===== src/tts_pkg.sv =====
`default_nettype none
// ----------------------------------------------------------------------------
// tts_pkg
// shared widths, constants and stage payload types of the frame converter
// ----------------------------------------------------------------------------
package tts_pkg;

  localparam int TIME_W = 52;
  localparam int FRAME_W = 36;
  localparam int TPQ_W = 15;
  localparam int RATE_W = 19;
  localparam int CFG_W = 19;
  localparam int MICRO_W = 20;
  localparam int DIV_W = TPQ_W + MICRO_W;
  localparam int QUOT_W = 33;
  localparam int PROD_W = QUOT_W + RATE_W;
  localparam int RATE_BITS_DEFAULT = 19;

  localparam logic [MICRO_W-1:0] MICROS_PER_SECOND = 20'd1000000;
  localparam logic [TPQ_W-1:0] TPQ_RESET = 15'd480;
  localparam logic [RATE_W-1:0] RATE_RESET = 19'd48000;

  typedef enum logic [0:0] {
    REG_TPQ = 1'b0,
    REG_RATE = 1'b1
  } cfg_idx_t;

  // payload of the whole-second division stages
  typedef struct packed {
    logic [TIME_W-1:0] rem;
    logic [QUOT_W-1:0] quot;
    logic [DIV_W-1:0] div;
    logic [RATE_W-1:0] rate;
  } quot_t;

  // payload of the fractional multiply-divide stages
  typedef struct packed {
    logic [DIV_W-1:0] r;
    logic [DIV_W-1:0] frac;
    logic [DIV_W-1:0] div;
    logic [QUOT_W-1:0] whole;
    logic [RATE_W-1:0] rate;
  } frac_t;

endpackage
`default_nettype wire


===== src/tts_quot_stage.sv =====
`default_nettype none
// ----------------------------------------------------------------------------
// tts_quot_stage
// one restoring division step: settles one whole-second quotient bit
// ----------------------------------------------------------------------------
module tts_quot_stage import tts_pkg::*; #(
  parameter int SHIFT = 0
) (
  input  wire logic  clk,
  input  wire logic  rst,
  input  wire logic  en,
  input  wire logic  in_valid,
  input  wire quot_t in_data,
  output logic       out_valid,
  output quot_t      out_data
);

  localparam int CMP_W = DIV_W + QUOT_W;

  logic [CMP_W-1:0] dsh;
  logic [CMP_W-1:0] remx;
  logic             take;
  quot_t            data_next;

  always_comb begin
    dsh = CMP_W'(in_data.div) << SHIFT;
    remx = CMP_W'(in_data.rem);
    take = remx >= dsh;
    data_next = in_data;
    if (take) begin
      data_next.rem = TIME_W'(remx - dsh);
      data_next.quot[SHIFT] = 1'b1;
    end
  end

  always_ff @(posedge clk) begin
    if (rst) begin
      out_valid <= 1'b0;
    end else if (en) begin
      out_valid <= in_valid;
    end
    if (en) begin
      out_data <= data_next;
    end
  end

endmodule
`default_nettype wire


===== config.mk =====
export PLATFORM = sky130hd
export DESIGN_NAME = tts_quot_stage
export DESIGN_NICKNAME = d
export VERILOG_FILES = /design/src/tts_pkg.sv /design/src/tts_quot_stage.sv
export SDC_FILE = /design/constraint.sdc
export NUM_CORES = 1
export LEC_CHECK = 0
export BUFFER_PORTS_ARGS = -buffer_cell sky130_fd_sc_hd__buf_2
export CAP_MARGIN = 20
export CORE_MARGIN = 2
export CORE_UTILIZATION = 50
export CTS_CLUSTER_DIAMETER = 30
export DETAILED_ROUTE_END_ITERATION = 10
export PLACE_DENSITY = 0.81
export SYNTH_ARGS = -nofsm -noshare
export SYNTH_HDL_FRONTEND = slang
export SYNTH_SLANG_ARGS = --single-unit

===== constraint.sdc =====
create_clock -name clk -period 3.4 [get_ports clk]
set_input_delay 0.17 -clock clk [delete_from_list [all_inputs] [get_ports clk]]
set_output_delay 0.17 -clock clk [all_outputs]
set_load 0.005 [all_outputs]

== Yosys cells after proc, flatten, opt, wreduce, memory -nomap -nowiden ==
Index checks and enable logic that the tools add are counted.

* Bits in read-only memories: 0
* Memories kept: 0
* Input port bits: 143
* Bits in latches: 0
* Memory bits (writable): 0
* Logic and storage cells: 9
* Register bits after elaboration: 140
* Output and inout bits: 140

* Equality and inequality tests: 0
* Bitwise gates (word level): 0
* Reduce and logical (&&, ||, !) cells: 0
* Multiply operators: 0
* Multiplexer cells: 1
* Order comparisons: 1
* Shift operators: 0
* Divide/modulo/power cells: 0
* $add $sub $neg: 1

{| class="wikitable"
|+ Operators by type and width
! operator !! count
|-
| 52-bit by 35-bit >= comparator with 1-bit output || 1
|-
| 52-bit 2-to-1 mux || 1
|-
| 52-bit by 35-bit subtractor with 52-bit output || 1
|}

== Depth between registers and ports, before layout ==
* Depth after elaboration: 2
* Gate-level depth with buffers: 12
* Depth with buffers taken out: 11

== Least setup slack after synthesis ==
Ideal clock, no wire load.

* Path kind: input port to flip-flop
* Start: in in_data[21] in the netlist's numbering
* End: reg out_data[106] in the netlist's numbering, data pin
* Library setup time: 0.262 ns
* Data required time: 3.138 ns
* Buffers on the path: 1
* Setup slack: 0.678 ns
* Stages on the path: 10
* Data arrival time: 2.460 ns
* Cell sequence: inv_1 ha_1 nor2b_1 o31a_1 o41ai_2 o21ai_0 a21o_1 a21boi_4 buf_4 mux2_1

{| class="wikitable"
|+ RTL lines
! what !! line !! source
|-
| start: declaration || tts_quot_stage.sv:13 || <nowiki>input wire quot_t in_data,</nowiki>
|-
| end signal: assignment || tts_quot_stage.sv:43 || <nowiki>out_data <= data_next;</nowiki>
|-
| end: declaration || tts_quot_stage.sv:15 || <nowiki>output quot_t out_data</nowiki>
|}

==> results.yml <==
sta:
  timing.slew.headroom_pct: 48.5
  timing.clock.skew_ns: 0
  final_hold_viol_count: 0
  fmaxAchievable_mhz: 307
  worst_hold_slack_ns: 0.0241
  final_max_tran_viols: 0
  worst_slew_pin_slew_ns: 0.772
  setup_violating_endpoint_count_in_the_final_report: 0
  rsz0062_at_grt: "no"
  final_min_period_over_clock_period_pct: 95.8
  final.min_clock_period_ns: 3.26
  totalNegativeSetupSlack_ns: 0
layout:
  finish.cell_count_without_fillers: 1236
  area.sequential_um2: 4190
  flow.area_growth_from_synthesis_pct: 41.8
  final_nets: 1218
  nFillCells: 1000
  multiInputGateArea_um2: 2980
  post_route_cells_drive_above_1_share_pct: 32.5
  antenna_cells_inserted: 0
hold_path:
  type_of_the_tightest_min_delay_check: "input pin to flop"
global_routing:
  global_route_wire_length_before_repair_um: 37400
  first_global_vias: 6822
  gr-total-overflow: 0
  grt_start_max_net_pins: 83
  initial_antenna_violation_count: 1
  track_usage_pct: 30.7
place:
  globalplace.congestion: 0.930
  dp.final_hpwl_um: 16800
  place_inst: 1117
  port-buffer-count: 282
cts:
  tritoncts_clock_tree: "built"
  clock_path_buffers: 2
  tritoncts.num_buffers: 17
  htree_num_levels: 4
  cts.sinks: 140
  clkTransAtPathRegs_ns: 0.06
  cts_root_buffer: "sky130_fd_sc_hd__clkbuf_16"
  worstSkewPairLatency_ns: 0.43
floorplanning:
  placementRows: 44
  initial_utilization_pct: 51.3
  fp.dieH_um: 126
  area_enclosed_by_the_die_boundary_um2: 15900
  die_w_um: 126
  io-pin-count: 283
  core_um2: 14500
drt:
  routed_wl_um: 25100
  detailed_route_iter0_violations: 780
  drt_pre_antenna_iters: 5
  post-route-drc-count: 0
  avgViaCountPerCell: 5.72
  wl_per_cell_um: 20.3
  dr_total_vias: 7073
  route.antenna.remaining_nets: 0
run_status:
  outcome: "finished clean"
flow_run:
  cap_viol_max_count: 0
logic_synthesis:
  async_reset_ff_share_pct: 0
  post_synthesis_cell_type_count: 61
  yosysWarnings: 0
  post_synth.cell_area_avg_um2: 11.2
  synth.ff_latch_count: 140
  synth_top_flop_cell: "sky130_fd_sc_hd__edfxtp_1"
  yosysSeqAreaShare_pct: 56.3
  synth.net_count: 847
  syn_inst: 668
  number_of_synthesized_flops_with_an_enable_pin: 139
  syn_area_um2: 7450
worst_setup_path:
  worst-path-max-fanout: 7
  critPathCaptureType: "flop"
  setup_cp_type: "input pin to flop"
  startpoint_type: "input pin"
  worst_ep_required_time_ns: 3.57
  r2r_setup_slack_ns: 2.77
  crit_arrival_ns: 3.42
power:
  max-vdd-ir-drop_mv: 0.337
  power_leakage_nw: 4.50
  power_density_nw_per_um2: 480
  power.total_mw: 5.07
-- layout make-up --
class,count,area share [%]
Timing Repair Buffer,383,22.9
Inverter,42,1.49
Clock inverter,14,1.47
Clock buffer,18,4.06
Multi-Input combinational cell,455,28.2
Sequential cell,140,39.7
Tap cell,184,2.18
-- per-layer routing --
layer / vias to the layer above / GRT usage, % / routed length (µm) / share of wire, %
li1: 3252 / - / - / -
met1: 3329 / 36.8 / 9470 / 38
met2: 421 / 53.1 / 12500 / 50
met3: 69 / 7.52 / 2230 / 8.9
met4: 2 / 12.2 / 896 / 3.6
met5: - / 0 / 16 / 0.064
-- cell usage in the layout (no fill, tap or decap), types with 3 or more instances in the layout --
cell	instances
sky130_fd_sc_hd__o21ai_1	4
sky130_fd_sc_hd__inv_1	42
sky130_fd_sc_hd__nand4_1	16
sky130_fd_sc_hd__and2_1	3
sky130_fd_sc_hd__buf_2	281
sky130_fd_sc_hd__or2_2	3
sky130_fd_sc_hd__a21oi_1	45
sky130_fd_sc_hd__clkbuf_16	17
sky130_fd_sc_hd__o21bai_1	3
sky130_fd_sc_hd__o21ai_0	53
sky130_fd_sc_hd__nor4_2	4
sky130_fd_sc_hd__nand3_1	16
sky130_fd_sc_hd__nand2b_1	7
sky130_fd_sc_hd__o21a_1	4
sky130_fd_sc_hd__inv_8	3
sky130_fd_sc_hd__xnor2_1	10
sky130_fd_sc_hd__a21o_1	15
sky130_fd_sc_hd__nor2b_1	6
sky130_fd_sc_hd__o31a_1	4
sky130_fd_sc_hd__or4_1	6
sky130_fd_sc_hd__clkinvlp_4	3
sky130_fd_sc_hd__dlygate4sd3_1	87
sky130_fd_sc_hd__edfxtp_1	139
sky130_fd_sc_hd__nand2_1	62
sky130_fd_sc_hd__a221oi_1	3
sky130_fd_sc_hd__or3_1	4
sky130_fd_sc_hd__ha_1	35
sky130_fd_sc_hd__nor3_1	17
sky130_fd_sc_hd__nor4_1	13
sky130_fd_sc_hd__inv_6	4
sky130_fd_sc_hd__a211oi_1	5
sky130_fd_sc_hd__o31ai_1	10
sky130_fd_sc_hd__buf_4	12
sky130_fd_sc_hd__nor2_1	38
sky130_fd_sc_hd__xor2_1	34
-- metrics by stage --
step | setup WS [ns] | utilization (%) | cell area [µm²]
2_1_floorplan | 0.678 | - | 7450
3_5_place_dp | 0.373 | 62.5 | 9090
3_3_place_gp | 0.401 | 62.5 | 9090
6_report | 0.141 | 72.7 | 10600
5_1_grt | 0.0105 | 72.7 | 10600
4_1_cts | 0.225 | 72.5 | 10500
-- flip-flops by register name (all words and copies together) (netlist names) --
signal     count
out_data     139
out_valid      1
-- report_power, final --
part	internal (mW)	total, mW	switching [mW]	leakage [nW]
sequential	2.11	2.17	0.0556	1.37
combinational	0.457	1.04	0.578	2.85
clock	1.04	1.87	0.829	0.277
-- worst max-delay path: stages --
cell and delay [ns]:
sky130_fd_sc_hd__dlygate4sd3_1 0.55, sky130_fd_sc_hd__buf_2 0.13, sky130_fd_sc_hd__inv_1 0.05, sky130_fd_sc_hd__ha_1 0.36, sky130_fd_sc_hd__nor2b_1 0.17, sky130_fd_sc_hd__o31a_1 0.30, sky130_fd_sc_hd__o31ai_1 0.44, sky130_fd_sc_hd__nand3_1 0.26
sky130_fd_sc_hd__nand2_1 0.20, sky130_fd_sc_hd__o221ai_1 0.33, sky130_fd_sc_hd__nor4b_2 0.35, sky130_fd_sc_hd__xor2_1 0.11
-- synth_stat cells (all sizes together), types with 3 or more instances --
cell | instances | share of area [%]
nand4 | 16 | 1.3
o31ai | 10 | 1.0
buf | 13 | 0.99
edfxtp | 139 | 56
nand2b | 7 | 0.59
or3 | 4 | 0.34
o311ai | 3 | 0.35
and2 | 3 | 0.25
o21ai | 57 | 3.8
ha | 35 | 5.9
clkbuf | 18 | 0.91
nor3 | 17 | 1.1
xor2 | 34 | 4.0
o31a | 4 | 0.47
o41ai | 3 | 0.55
o21bai | 3 | 0.30
nand3 | 16 | 1.1
nor2b | 6 | 0.50
o21a | 4 | 0.40
nand2 | 62 | 3.1
nor2 | 38 | 1.9
a21o | 15 | 1.5
a221oi | 3 | 0.35
a21oi | 45 | 3.0
xnor2 | 10 | 1.2
a211oi | 5 | 0.50
or2 | 4 | 0.34
or4 | 6 | 0.60
nor4 | 17 | 1.5
inv | 42 | 2.1
-- worst paths after layout --
check                   start             to  cells past startpoint
setup / recovery  in_data[21]  out_data[135]                     12
hold / removal    in_data[54]   out_data[54]                      2
setup reg to reg    out_valid      out_valid                      2
hold reg to reg     out_valid      out_valid                      2
-- cell families after synthesis --
logic type / count (synthesis) / share of synthesized area [%]
adders and majority gates: 36 / 6.15
xor gates and xnor gates: 44 / 5.17
DFF: 140 / 56.3
muxes: 3 / 0.420
buffers and inverters: 73 / 4.01
and+or+nand+nor: 202 / 13.4
AOI/OAI and AO/OA: 170 / 14.5
-- what timing repair did --
item,4_1_cts,5_1_grt
setup endpoints to repair,0,8
hold endpoints to repair,87,0
hold buffers,87,0
buffers inserted,0,0
gates resized for setup,0,5
Power figures use the tool's default switching activity.
